===== src/design/tcm_pkg.sv =====
// Shared types, constants and character helpers for the token classifier.
package tcm_pkg;

   // Word and counter limits
   localparam int MAX_WORD   = 32;
   localparam int COUNT_BITS = 16;
   localparam int LEN_W      = 6;
   localparam int KW_N       = 9;
   localparam int KW_W       = 8;
   localparam int QUEUE_DEPTH = 4;
   localparam int QUEUE_AW    = $clog2(QUEUE_DEPTH);

   localparam logic [LEN_W-1:0] MAX_LEN = LEN_W'(MAX_WORD);

   // Token class codes
   localparam logic [2:0] CLS_KEYWORD    = 3'd0;
   localparam logic [2:0] CLS_IDENTIFIER = 3'd1;
   localparam logic [2:0] CLS_OPERATOR   = 3'd2;
   localparam logic [2:0] CLS_SPECIAL    = 3'd3;
   localparam logic [2:0] CLS_DIGIT      = 3'd4;

   // Keyword text, first character in the top byte, zero padded
   localparam logic [8*KW_W-1:0] KW_TEXT [KW_N] = '{
      {"int",     40'h0},
      {"main",    32'h0},
      {"if",      48'h0},
      {"else",    32'h0},
      {"do",      48'h0},
      {"while",   24'h0},
      {"include",  8'h0},
      {"printf",  16'h0},
      {"void",    32'h0}
   };

   localparam logic [3:0] KW_LEN [KW_N] = '{
      4'd3, 4'd4, 4'd2, 4'd4, 4'd2, 4'd5, 4'd7, 4'd6, 4'd4
   };

   // One queued request: an optional finished word followed by an optional symbol
   typedef struct packed {
      logic             has_word;
      logic             word_kw;
      logic [3:0]       kw_idx;
      logic [LEN_W-1:0] word_len;
      logic             word_trunc;
      logic             has_sym;
      logic [2:0]       sym_cls;
      logic [7:0]       sym;
   } tok_entry_type;

   function automatic logic [7:0] kw_char(input int k, input logic [2:0] pos);
      logic [8*KW_W-1:0] txt;
      txt = KW_TEXT[k];
      return txt[8*KW_W-1 - 8*pos -: 8];
   endfunction

   function automatic logic is_alpha(input logic [7:0] b);
      return (b >= "a" && b <= "z") || (b >= "A" && b <= "Z");
   endfunction

   function automatic logic is_digit(input logic [7:0] b);
      return b >= "0" && b <= "9";
   endfunction

   function automatic logic is_oper(input logic [7:0] b);
      return b == "+" || b == "-" || b == "*" || b == "/" || b == "=";
   endfunction

   function automatic logic is_special(input logic [7:0] b);
      return b == ";" || b == "{" || b == "}" || b == "(" || b == ")" ||
             b == "?" || b == "@" || b == "!" || b == "%";
   endfunction

endpackage


===== src/design/tcm_front.sv =====
// Front end: tracks the current word, matches keywords and classifies each byte.
module tcm_front import tcm_pkg::*; (
   input  logic          clock,
   input  logic          reset,
   input  logic          accept,
   input  logic [7:0]    in_byte,
   input  logic          end_of_input,
   output tok_entry_type entry,
   output logic          entry_valid
);

   logic             in_word_ff, in_word_in;
   logic [LEN_W-1:0] len_ff, len_in;
   logic             ovf_ff, ovf_in;
   logic [KW_N-1:0]  alive_ff, alive_in;

   logic             alnum;
   logic [KW_N-1:0]  match_cur, match_first;
   logic             hit;
   logic [3:0]       hit_idx;

   // Per-keyword compare of this byte at the current position and at position zero
   always_comb begin
      for (int k = 0; k < KW_N; k++) begin
         match_cur[k]   = (len_ff < LEN_W'(KW_W)) && (kw_char(k, len_ff[2:0]) == in_byte);
         match_first[k] = (kw_char(k, 3'd0) == in_byte);
      end
   end

   // Lowest live keyword whose length equals the word length
   always_comb begin
      hit     = 1'b0;
      hit_idx = '0;
      for (int k = KW_N-1; k >= 0; k--) begin
         if (alive_ff[k] && ({2'b00, KW_LEN[k]} == len_ff)) begin
            hit     = 1'b1;
            hit_idx = 4'(k);
         end
      end
      if (ovf_ff) begin
         hit = 1'b0;
      end
   end

   // Classification and next word state
   always_comb begin
      alnum      = is_alpha(in_byte) || is_digit(in_byte);
      in_word_in = in_word_ff;
      len_in     = len_ff;
      ovf_in     = ovf_ff;
      alive_in   = alive_ff;

      entry            = '0;
      entry.word_kw    = hit;
      entry.kw_idx     = hit ? hit_idx : 4'd0;
      entry.word_len   = len_ff;
      entry.word_trunc = hit ? 1'b0 : ovf_ff;

      if (end_of_input) begin
         entry.has_word = in_word_ff;
         in_word_in     = 1'b0;
      end else if (in_word_ff && alnum) begin
         alive_in = alive_ff & match_cur;
         if (len_ff < MAX_LEN) begin
            len_in = len_ff + 1'b1;
         end else begin
            ovf_in = 1'b1;
         end
      end else begin
         entry.has_word = in_word_ff;
         in_word_in     = 1'b0;
         entry.sym      = in_byte;
         if (is_oper(in_byte)) begin
            entry.has_sym = 1'b1;
            entry.sym_cls = CLS_OPERATOR;
         end else if (is_special(in_byte)) begin
            entry.has_sym = 1'b1;
            entry.sym_cls = CLS_SPECIAL;
         end else if (is_digit(in_byte)) begin
            entry.has_sym = 1'b1;
            entry.sym_cls = CLS_DIGIT;
         end else if (is_alpha(in_byte)) begin
            in_word_in = 1'b1;
            len_in     = LEN_W'(1);
            ovf_in     = 1'b0;
            alive_in   = match_first;
         end
      end

      // A finished word always leaves a fresh keyword set behind
      if (!in_word_in) begin
         len_in   = '0;
         ovf_in   = 1'b0;
         alive_in = '1;
      end
   end

   assign entry_valid = accept && (entry.has_word || entry.has_sym);

   always_ff @(posedge clock) begin
      if (reset) begin
         in_word_ff <= 1'b0;
         len_ff     <= '0;
         ovf_ff     <= 1'b0;
         alive_ff   <= '1;
      end else if (accept) begin
         in_word_ff <= in_word_in;
         len_ff     <= len_in;
         ovf_ff     <= ovf_in;
         alive_ff   <= alive_in;
      end
   end

endmodule


===== src/design/tcm_queue.sv =====
// Short request queue between the front end and the back end.
module tcm_queue import tcm_pkg::*; (
   input  logic          clock,
   input  logic          reset,
   input  logic          wr_en,
   input  tok_entry_type wr_data,
   output logic          q_full,
   input  logic          rd_en,
   output tok_entry_type rd_data,
   output logic          rd_valid
);

   tok_entry_type         slot_ff [QUEUE_DEPTH];
   logic [QUEUE_AW-1:0]   wptr_ff, wptr_in;
   logic [QUEUE_AW-1:0]   rptr_ff, rptr_in;
   logic [QUEUE_AW:0]     cnt_ff, cnt_in;

   assign q_full   = (cnt_ff == (QUEUE_AW+1)'(QUEUE_DEPTH));
   assign rd_valid = (cnt_ff != '0);
   assign rd_data  = slot_ff[rptr_ff];

   // Pointer and fill count update
   always_comb begin
      wptr_in = wr_en ? wptr_ff + 1'b1 : wptr_ff;
      rptr_in = rd_en ? rptr_ff + 1'b1 : rptr_ff;
      cnt_in  = cnt_ff + (QUEUE_AW+1)'(wr_en) - (QUEUE_AW+1)'(rd_en);
   end

   always_ff @(posedge clock) begin
      if (reset) begin
         wptr_ff <= '0;
         rptr_ff <= '0;
         cnt_ff  <= '0;
      end else begin
         wptr_ff <= wptr_in;
         rptr_ff <= rptr_in;
         cnt_ff  <= cnt_in;
      end
   end

   always_ff @(posedge clock) begin
      if (wr_en) begin
         slot_ff[wptr_ff] <= wr_data;
      end
   end

endmodule


===== src/design/tcm_back.sv =====
// Back end: expands queued requests into tokens, keeps class totals, holds the result.
module tcm_back import tcm_pkg::*; (
   input  logic          clock,
   input  logic          reset,
   input  tok_entry_type head,
   input  logic          head_valid,
   output logic          head_pop,
   input  logic          pop,
   output logic          empty,
   output logic [2:0]    token_class,
   output logic [7:0]    symbol,
   output logic [3:0]    keyword_index,
   output logic [5:0]    word_length,
   output logic          word_truncated,
   output logic          last_of_run,
   output logic [15:0]   keyword_count,
   output logic [15:0]   identifier_count,
   output logic [15:0]   operator_count,
   output logic [15:0]   special_count,
   output logic [15:0]   digit_count
);

   typedef logic [COUNT_BITS-1:0] cnt_type;

   logic        out_valid_ff;
   logic        phase_ff, phase_in;
   cnt_type     kw_ff, id_ff, op_ff, sp_ff, dg_ff;
   cnt_type     kw_in, id_in, op_in, sp_in, dg_in;
   logic [2:0]  cls_ff, cls_in;
   logic [7:0]  sym_ff, sym_in;
   logic [3:0]  kidx_ff, kidx_in;
   logic [5:0]  len_ff, len_in;
   logic        trunc_ff, trunc_in;
   logic        last_ff, last_in;
   logic        load;
   logic        emit_word;

   function automatic cnt_type sat_inc(input cnt_type c);
      return (c == '1) ? c : c + 1'b1;
   endfunction

   // Select the next token from the queue head
   always_comb begin
      load      = (!out_valid_ff || pop) && head_valid;
      emit_word = head.has_word && !phase_ff;
      head_pop  = load && (!emit_word || !head.has_sym);

      phase_in = phase_ff;
      if (load) begin
         phase_in = emit_word && head.has_sym;
      end

      kw_in = kw_ff;
      id_in = id_ff;
      op_in = op_ff;
      sp_in = sp_ff;
      dg_in = dg_ff;
      if (emit_word) begin
         cls_in   = head.word_kw ? CLS_KEYWORD : CLS_IDENTIFIER;
         sym_in   = '0;
         kidx_in  = head.kw_idx;
         len_in   = head.word_len;
         trunc_in = head.word_trunc;
         last_in  = !head.has_sym;
      end else begin
         cls_in   = head.sym_cls;
         sym_in   = head.sym;
         kidx_in  = '0;
         len_in   = '0;
         trunc_in = 1'b0;
         last_in  = 1'b1;
      end

      case (cls_in)
         CLS_KEYWORD:    kw_in = sat_inc(kw_ff);
         CLS_IDENTIFIER: id_in = sat_inc(id_ff);
         CLS_OPERATOR:   op_in = sat_inc(op_ff);
         CLS_SPECIAL:    sp_in = sat_inc(sp_ff);
         CLS_DIGIT:      dg_in = sat_inc(dg_ff);
         default:        kw_in = kw_ff;
      endcase
   end

   // Control state and totals
   always_ff @(posedge clock) begin
      if (reset) begin
         out_valid_ff <= 1'b0;
         phase_ff     <= 1'b0;
         kw_ff        <= '0;
         id_ff        <= '0;
         op_ff        <= '0;
         sp_ff        <= '0;
         dg_ff        <= '0;
      end else begin
         phase_ff <= phase_in;
         if (load) begin
            out_valid_ff <= 1'b1;
            kw_ff        <= kw_in;
            id_ff        <= id_in;
            op_ff        <= op_in;
            sp_ff        <= sp_in;
            dg_ff        <= dg_in;
         end else if (pop) begin
            out_valid_ff <= 1'b0;
         end
      end
   end

   // Result payload register
   always_ff @(posedge clock) begin
      if (load) begin
         cls_ff   <= cls_in;
         sym_ff   <= sym_in;
         kidx_ff  <= kidx_in;
         len_ff   <= len_in;
         trunc_ff <= trunc_in;
         last_ff  <= last_in;
      end
   end

   assign empty            = !out_valid_ff;
   assign token_class      = cls_ff;
   assign symbol           = sym_ff;
   assign keyword_index    = kidx_ff;
   assign word_length      = len_ff;
   assign word_truncated   = trunc_ff;
   assign last_of_run      = last_ff;
   assign keyword_count    = kw_ff;
   assign identifier_count = id_ff;
   assign operator_count   = op_ff;
   assign special_count    = sp_ff;
   assign digit_count      = dg_ff;

endmodule


===== src/design/token_classifier_with_keyword_match.sv =====
// Top level of the token classifier with keyword match.
//
// Input side is a queue write port: drive req_in_byte / req_end_of_input and
// raise push; the byte is taken on a clock edge where full is low. One byte a
// cycle is accepted while the internal request queue has room.
// Result side is a queue read port: while empty is low the oldest token sits on
// the rsp_ ports; raising pop takes it at the clock edge.
// A byte that finishes a word and is itself a token gives two results; the
// word comes first and only the final one carries rsp_last_of_run.
// The queue is written at the edge that accepts a byte; the result register
// loads from the queue head whenever it is empty or being popped. Throughput:
// one result per cycle from the back end while the receiver pops, so bytes giving
// one or no token stream at one per cycle; a byte giving two tokens holds the
// queue head until both are out, and the four-entry queue absorbs the extra result.
// When the receiver stalls, the result register holds, the queue fills and
// full rises; nothing is dropped. Synchronous reset clears the word tracker,
// the queue, the result valid flag and all class totals.
module token_classifier_with_keyword_match import tcm_pkg::*; (
   input  logic        clock,
   input  logic        reset,
   input  logic        push,
   output logic        full,
   input  logic [7:0]  req_in_byte,
   input  logic        req_end_of_input,
   output logic        empty,
   input  logic        pop,
   output logic [2:0]  rsp_token_class,
   output logic [7:0]  rsp_symbol,
   output logic [3:0]  rsp_keyword_index,
   output logic [5:0]  rsp_word_length,
   output logic        rsp_word_truncated,
   output logic        rsp_last_of_run,
   output logic [15:0] rsp_keyword_count,
   output logic [15:0] rsp_identifier_count,
   output logic [15:0] rsp_operator_count,
   output logic [15:0] rsp_special_count,
   output logic [15:0] rsp_digit_count
);

   tok_entry_type front_entry;
   logic          front_valid;
   tok_entry_type head;
   logic          head_valid;
   logic          head_pop;
   logic          q_full;
   logic          accept;

   assign full   = q_full;
   assign accept = push && !q_full;

   tcm_front u_front (
      .clock        (clock),
      .reset        (reset),
      .accept       (accept),
      .in_byte      (req_in_byte),
      .end_of_input (req_end_of_input),
      .entry        (front_entry),
      .entry_valid  (front_valid)
   );

   tcm_queue u_queue (
      .clock    (clock),
      .reset    (reset),
      .wr_en    (front_valid),
      .wr_data  (front_entry),
      .q_full   (q_full),
      .rd_en    (head_pop),
      .rd_data  (head),
      .rd_valid (head_valid)
   );

   tcm_back u_back (
      .clock            (clock),
      .reset            (reset),
      .head             (head),
      .head_valid       (head_valid),
      .head_pop         (head_pop),
      .pop              (pop),
      .empty            (empty),
      .token_class      (rsp_token_class),
      .symbol           (rsp_symbol),
      .keyword_index    (rsp_keyword_index),
      .word_length      (rsp_word_length),
      .word_truncated   (rsp_word_truncated),
      .last_of_run      (rsp_last_of_run),
      .keyword_count    (rsp_keyword_count),
      .identifier_count (rsp_identifier_count),
      .operator_count   (rsp_operator_count),
      .special_count    (rsp_special_count),
      .digit_count      (rsp_digit_count)
   );

endmodule


===== config.mk =====
export PLATFORM = sky130hd
export DESIGN_NAME = token_classifier_with_keyword_match
export DESIGN_NICKNAME = d
export VERILOG_FILES = /design/src/design/tcm_pkg.sv /design/src/design/tcm_front.sv /design/src/design/tcm_queue.sv /design/src/design/tcm_back.sv /design/src/design/token_classifier_with_keyword_match.sv
export SDC_FILE = /design/constraint.sdc
export NUM_CORES = 1
export LEC_CHECK = 0
export ABC_AREA = 1
export ABC_CLOCK_PERIOD_IN_PS = 3250
export BUFFER_PORTS_ARGS = -buffer_cell sky130_fd_sc_hd__buf_2
export CAP_MARGIN = 30
export CORE_MARGIN = 2
export CORE_UTILIZATION = 60
export DETAILED_ROUTE_END_ITERATION = 16
export PLACE_DENSITY = 0.91
export SLEW_MARGIN = 20
export SYNTH_ARGS = -nofsm -noshare
export SYNTH_HDL_FRONTEND = slang
export SYNTH_HIERARCHICAL = 1
export SYNTH_SLANG_ARGS = --single-unit

===== constraint.sdc =====
create_clock -name clock -period 3.25 [get_ports clock]
set_clock_uncertainty 0.2 [all_clocks]
set_input_delay 0.325 -clock clock [delete_from_list [all_inputs] [get_ports clock]]
set_output_delay 0.325 -clock clock [all_outputs]
set_load 0.005 [all_outputs]

Yosys cells after proc, flatten, opt, wreduce, memory -nomap -nowiden
Memories as Yosys holds them, arrays and structs flattened. A register that Yosys moved wholly into a read port is not among the register bits. Index checks and enable logic that the tools add are counted.

Register bits after elaboration: 129. Latch bits: 0. Memory bits (writable): 100. Bits in read-only memories: 0. Input bits: 13. Output and inout bits: 105. Word-level logic and storage cells: 234. Memories: 1.

Add/subtract/negate cells: 11. $mul: 0. Div/mod/pow operators: 0. Magnitude comparators: 8. Equal/unequal tests: 53. Shift-type cells: 9. Muxes and demuxes: 65. Bitwise operators: 6. Reduce and logical (&&, ||, !) cells: 61.

Memories: u_queue.slot_ff (depth 4, width 25, rd ports 1, clocked after Yosys merged registers in 1, wr ports 1, line tcm_queue.sv:13) `tok_entry_type slot_ff [QUEUE_DEPTH];`.

Operator list (count): $shiftx 71x33->8 const A (9); $eq 8x6->1 const B (11); $add 16x1->16 const B (5); $eq 16x16->1 const B (5); $eq 8x8->1 (9); $mux 9 (7); $eq 7x8->1 const A (7); $mux 4 (13); $mux 6 (8); $mux 1 (32); $logic_and 1x1->1 (28); $eq 3x6->1 const A (4); $eq 8x7->1 const B (3); $mux 12 (2); $ne 3x3->1 const B (6); $logic_or 1x1->1 (17); $ge 8x7->1 const B (2); $le 8x7->1 const B (2); $reduce_and 3->1 (5); $reduce_and 7->1 (2); $eq 2x6->1 const A (2); $and 9x9->9 (1); $ge 8x6->1 const B (1); $le 8x6->1 const B (1); other kinds (19) (31).

Depth between registers and ports, before layout
Gate-level depths: netlist (run 1).

Depth in word-level cells: 17. Mapped depth: 16. Gate-level depth less buffers: 15.

By module
The synthesis (run 1) kept the hierarchy.

By module, submodules not included: tcm_back (instances 1, cells an instance 885, area each 5843.1 µm², sequential area each 2332.2 µm²); tcm_queue (instances 1, cells an instance 348, area each 4416.7 µm², sequential area each 3183.1 µm²); tcm_front (instances 1, cells an instance 417, area each 2341.0 µm², sequential area each 340.3 µm²); token_classifier_with_keyword_match (instances 1, cells an instance 2, area each 10.0 µm², sequential area each 0.0 µm²).

Worst setup path before layout (run 1)
Ideal clock, no wire load.

Kind: flip-flop to flip-flop. From: reg (tool-made name). To: reg u_queue.cnt_ff[2]. Library setup time: 0.115 ns. Arrival time: 2.517 ns. Required time: 2.935 ns. Path slack: 0.418 ns. Cell stages (with the launch flop): 16. Buffers on the path: 3. Clock period less this slack: 2.832 ns. Cells stage by stage: dfxtp_1 > buf_6 > buf_6 > a21oi_1 > o21ai_1 > nand2_1 > inv_2 > nor2_4 > clkbuf_1 > a21oi_1 > ha_1 > inv_1 > ha_1 > fa_1 > a21oi_1 > nor2_1.

RTL lines: end signal: assignment (line tcm_queue.sv:37) `cnt_ff <= cnt_in;`; end: declaration (line tcm_queue.sv:16) `logic [QUEUE_AW:0] cnt_ff, cnt_in;`.

==> results.toml, run 1 <==
[logic_synthesis]
synth_compound_area_frac = 0.0852
yosys.area_share.simple = 0.303
yosys-mux-area-fraction = 0
synth_top_area_frac = 0.293
syn-cell-area_mm2 = 0.0126
synth_top_area_cell = "edfxtp_1"
async_reset_ff_frac = 0
synth_edf_count = 123
synth_top_family_by_area = "simple AND/OR/NAND/NOR gates"
synth_area_leaders = "edfxtp_1 29%, dfxtp_1 17%, nand2_1 13%"
synth.distinct_cells = 45
synth_fa_ha_area_frac = 0.0214
syn_area_per_cell_um2 = 7.63
synth_ff_type = "edfxtp_1"
synthesis.nets = 1686
synth-seq-area-share = 0.464
yosys.area_share.xor_xnor = 0.0333
synth-seq-cells = 231
yosys_warnings = 6
syn_inst = 1652

[final_layout]
drive_gt1_frac = 0.143
fin_nets = 1796
multi_input_area_mm2 = 0.00558
syn_to_final_growth_pct = 13.2
antenna_cells = 0
fill_cells = 1646
seq_area_mm2 = 0.00586

[clock_network]
insertion_delay_ps = 530
cts_resized = 0
cts_tree = "built"
numCtsBuffers = 25
cts.path.max_buffers = 3
cts-htree-levels = 1
path_clk_slew_ps = 60
ctsRootBufferMaster = "clkbuf_16"
clkSinkCount = 231

[outcome]
status = "completed"

[placement]
port_buffers = 117
gp_congestion = 0.980
dpl.hpwl_um = 22200

[job]
cap_violations = 0

[timing]
worstMarginPinSlew_ps = 789
rsz0062_at_grt = "no"
slew_violations = 0
setup_viol = 0
setup-tns-final_ps = 0
fin_crit_sh = 0.874
min_period_ps = 2840
clock.fmax_ghz = 0.352
hold_violations = 0
maxSlewHeadroom = 0.469

[power_and_ir_drop]
totalPowerFinal_mw = 10.3
comb_power_share = 0.321
p_int_mw = 6.47
powerDensity_mw_per_mm2 = 719
net-switching-power_mw = 3.79
ir_worst_vdd_uv = 448
power_frac_seq = 0.382
p_leak_nw = 6.43
switching_share = 0.369
clock_power_share = 0.297

[worst_setup_path]
critPathLaunchType = "flop"
cpMostUsedCell = "nand2_1"
critical_path_required_ps = 3460
critPathMaxFanout = 46
path_delay_family = "simple AND/OR/NAND/NOR gates"
crit_buf_inv = 2
crit_path_max_incr_delay_ps = 560
worstPathCellList = "buf_4 > a21oi_1 > o21ai_1 > nand2_1 > inv_1 > a21oi_1 > nor2_2 > nand3_1 > nor2_1 > nand2_1 > nand2_1 > nor2_1"
end_kind = "flop"
slowest_stage = "nor2_1"
criticalPathCategory = "flop to flop"
crit_arrival_ps = 3050

[detailed_routing]
drt-pass1-iter-count = 7
drt_wl_total_um = 32300
vias_per_cell = 5.50
wl_per_cell_um = 15.7
ant_nets = 0
drt_iter0_drc = 979
num_vias = 11300
drc = 0

[die]
die_area_mm2 = 0.0222
ios = 118
core_area_mm2 = 0.0208
die_y_um = 149
rows = 53
start_util = 0.606
fp.dieW_um = 149

[hold_path]
hold_class = "input port to flop"

[global_routing]
overflow = 0
grt_pass1_wl_um = 50800
grt_start_max_net_pins = 65
grt_pass1_vias = 10479
antenna_found_initial = 0
grt_usage = 0.283
## final cells by class
cell class	count	area share
repair buffers	135	0.0543
inverters	216	0.0569
clock inverters	15	0.0151
multi-input cells	1153	0.391
clock buffers	31	0.0482
flip-flops and latches	231	0.410
well taps	275	0.0241
## cells by family (layout without fill, tap and decap cells)
group / Yosys count / in the layout
compound gates: 189 / 189
xor+xnor: 48 / 48
fa+ha+maj: 21 / 21
buf+inv: 268 / 397
flops: 231 / 231
simple gates: 895 / 895
## path summary, 6_finish.rpt
path	startpoint	end	slack, ps	cells past startpoint
max	flop	u_back/operator_count[3]$_SDFFE_PP0P_	410	12
min reg2reg	u_back/keyword_count[15]$_SDFFE_PP0P_	u_back/keyword_count[15]$_SDFFE_PP0P_	310	2
max reg2reg	flop	u_back/operator_count[3]$_SDFFE_PP0P_	410	12
min	req_end_of_input	u_queue/slot_ff[0][7]$_DFFE_PP_	10	2
## per-layer routing
metal / GRT usage / vias up / share of wire
met1: 0.352 / 5210 / 0.40
met4: 0.101 / 0 / 0.033
met2: 0.507 / 521 / 0.50
li1: - / 5483 / -
met3: 0.0336 / 86 / 0.069
met5: 0 / - / 0
## cells in the final DEF, fill, tap and decap left out, drive strengths merged, types with 9 or more instances in the layout
cell and count:
xor2 38, dfxtp 108, nand4 24, a21oi 81, o211ai 27, ha 20, nand3 99, xnor2 10
inv 217, nor2 267, edfxtp 123, nand2 475, buf 133, nor3 15, clkbuf 31, or2 9
o21ai 72
## synthesized netlist by cell type (2+ instances only)
master      n
a21oi_2     6
o21ai_0    43
o22ai_1     2
nand3_1    93
buf_2      15
nand3_4     2
clkbuf_1   12
o21ai_1    27
nand3_2     4
nor2_4      4
inv_2      14
or2_2       7
inv_1     200
nor4_1      2
buf_6      14
dfxtp_1   108
a21oi_1    74
xor2_1     38
nand2_4     9
ha_1       20
nand4_1    24
edfxtp_1  123
nor2_2     15
nor2_1    248
buf_4      11
o21ai_2     2
nand2_1   452
nand2_2    14
o211ai_1   27
xnor2_1    10
nand3b_1    2
nor3_1     15
o21bai_1    3
## per-stage QoR
stage / util / hold slack (ps) / std cells / setup WS [ps] / cell area (um2)
CTS: 0.686 / 5.45 / 2056 / 417 / 14300
global placement: 0.641 / 258 / 2008 / 324 / 13400
global route: 0.686 / 24.1 / 2056 / 163 / 14300
finish: 0.686 / 13.8 / 2056 / 408 / 14300
detailed placement: 0.641 / 280 / 2008 / 260 / 13400
floorplan: - / 194 / 1652 / 418 / 12600
## flip-flops by register name, indices dropped and copies added (netlist names), 8 cells and up, named ones only
name and cells:
u_back/special_count 16, u_back/symbol 8, u_back/identifier_count 16, u_back/operator_count 16, u_back/keyword_count 16, u_queue/slot_ff 100, u_back/digit_count 16, u_front/alive_ff 9
## power groups by stage
stage,clock [mW],sequential (mW),combinational [mW]
5_1_grt,3.19,3.97,3.67
6_report,3.05,3.91,3.29
2_1_floorplan,0,3.93,2.41
4_1_cts,3.08,3.91,3.27
3_5_place_dp,0,3.97,3.19
3_3_place_gp,0,3.94,3.05
## what timing repair did
| action | in CTS | in global routing |
|---|---|---|
| hold endpoints to repair | 13 | 0 |
| hold buffers | 2 | 0 |
| buffers inserted | 0 | 0 |
(Power assumes the default switching activity.)
==> inputs of run 2 (changes only) <==
- MAX_ROUTING_LAYER: not set -> met4
==> run 2 against run 1 <==
Compared with the run above:
- count of clock-buffer cells in the layout shrank 4
- non-clock buffer count did not move
- via count rose by 0.40%
- wire length grew 0.55%
- hold slack improved by 28 ps
- global-route usage grew 1.3 points
==> results.toml, run 2 (same netlist as run 1, synthesis figures left out) <==
[final_layout]
final_cell_mix = "452 x nand2_1, 248 x nor2_1, 200 x inv_1, 123 x edfxtp_1, 117 x buf_2"
largest_register_ffs = 100
syn_to_final_growth_pct = 12.3
drive_gt1_frac = 0.143
fin_nets = 1796
antenna_cells = 0
finish.utilization = 0.680
fill_cells = 1654
layout_commonest_cell = "nand2_1"
largest-register = "u_queue/slot_ff"

[job]
cap_violations = 0

[timing]
rsz0062_at_grt = "no"
slew_violations = 0
min_period_ps = 2980
hold_violations = 0
setup-tns-final_ps = 0
fin_crit_sh = 0.916
worstMarginPinSlew_ps = 704
setup_viol = 0
maxSlewHeadroom = 0.526
clock.fmax_ghz = 0.336

[power_and_ir_drop]
switching_share = 0.377
net-switching-power_mw = 3.76
powerDensity_mw_per_mm2 = 703
p_int_mw = 6.20
power_frac_seq = 0.394
p_leak_nw = 6.38
ir_worst_vdd_uv = 471
totalPowerFinal_mw = 9.96
comb_power_share = 0.332
clock_power_share = 0.274

[die]
start_util = 0.606
die_y_um = 149
fp.dieW_um = 149
rows = 53
die_area_mm2 = 0.0222
core_area_mm2 = 0.0208
ios = 118

[worst_setup_path]
critPathMaxFanout = 44
critical_path_required_ps = 3450
worstPathCellList = "buf_4 > a21oi_1 > o21ai_1 > nand2_1 > inv_1 > nand2_2 > nand2_4 > nand3_1 > nor2_1 > nand2_1 > nand2_1 > nor2_1"
slowest_stage = "nor2_1"
crit_path_max_incr_delay_ps = 540
crit_buf_inv = 2
cp.depth = 12
critPathLaunchType = "flop"
path_delay_family = "simple AND/OR/NAND/NOR gates"
worstRegToRegCells = 12
crit_arrival_ps = 3180
end_kind = "flop"
criticalPathCategory = "flop to flop"
cpMostUsedCell = "nand2_1"

[clock_network]
path_clk_slew_ps = 60
cts.path.max_buffers = 3
cts_setup_buffers = 0
insertion_delay_ps = 520
cts_tree = "built"
clkSinkCount = 231
ctsRootBufferMaster = "clkbuf_16"
cts-htree-levels = 1
numCtsBuffers = 25

[placement]
dpl.hpwl_um = 21800
gp_congestion = 0.993
port_buffers = 117

[global_routing]
grt_start_max_net_pins = 54
grt_pass1_vias = 10529
grt_usage = 0.295
antenna_found_initial = 0
grt_pass1_wl_um = 51500
overflow = 0

[detailed_routing]
drc = 0
ant_nets = 0
num_vias = 11345
wl_per_cell_um = 15.8
drt_iter0_drc = 1073
drt-pass1-iter-count = 5
drt_wl_total_um = 32500
vias_per_cell = 5.52

[hold_path]
hp-start = "req_end_of_input"
hold_class = "input port to flop"
hold_depth = 2

[outcome]
status = "completed"
[run 2: worst paths after layout]
kind	slack (ps)	endpoint
worst min register to register	300	flop
worst max-delay path	270	u_back/operator_count[2]$_SDFFE_PP0P_
worst max register to register	270	u_back/operator_count[2]$_SDFFE_PP0P_
worst min-delay path	40	u_queue/slot_ff[3][7]$_DFFE_PP_
[run 2: routing by layer]
metal  routed length (um)  track usage
met4                 1190        0.115
met1                13300        0.364
met2                15900        0.499
met3                 2070       0.0352
met5                    0            -
[run 2: power by group through the flow]
stage | logic, mW | clock network (mW) | registers (mW)
floorplan | 2.41 | 0 | 3.93
CTS | 3.26 | 2.76 | 3.92
global placement | 3.04 | 0 | 3.95
global route | 3.67 | 2.89 | 3.97
detailed placement | 3.15 | 0 | 3.97
finish | 3.31 | 2.72 | 3.93
[run 2: repair_timing]
item	CTS	global route
endpoints found under the hold margin	17	0
hold buffers	2	0
gates resized for setup	0	0
[run 2: area by class of cell]
class / count / area, um2 / area share
tap: 275 / 344 / 0.0243
clock buffer: 27 / 633 / 0.0447
clock inverter: 19 / 158 / 0.0111
multi-input combinational: 1153 / 5580 / 0.394
inverter: 216 / 812 / 0.0573
sequential: 231 / 5860 / 0.414
timing repair buffer: 135 / 776 / 0.0548
[run 2: per-stage QoR]
stage                     hold WS, ps  area [um2]  setup WS [ps]  std cells
after floorplan                   194       12600            418       1652
after global placement            252       13400            331       2008
after detailed placement          264       13400            275       2008
after CTS                        34.9       14200            349       2056
after global routing             45.1       14200            107       2056
final                            41.4       14200            273       2056
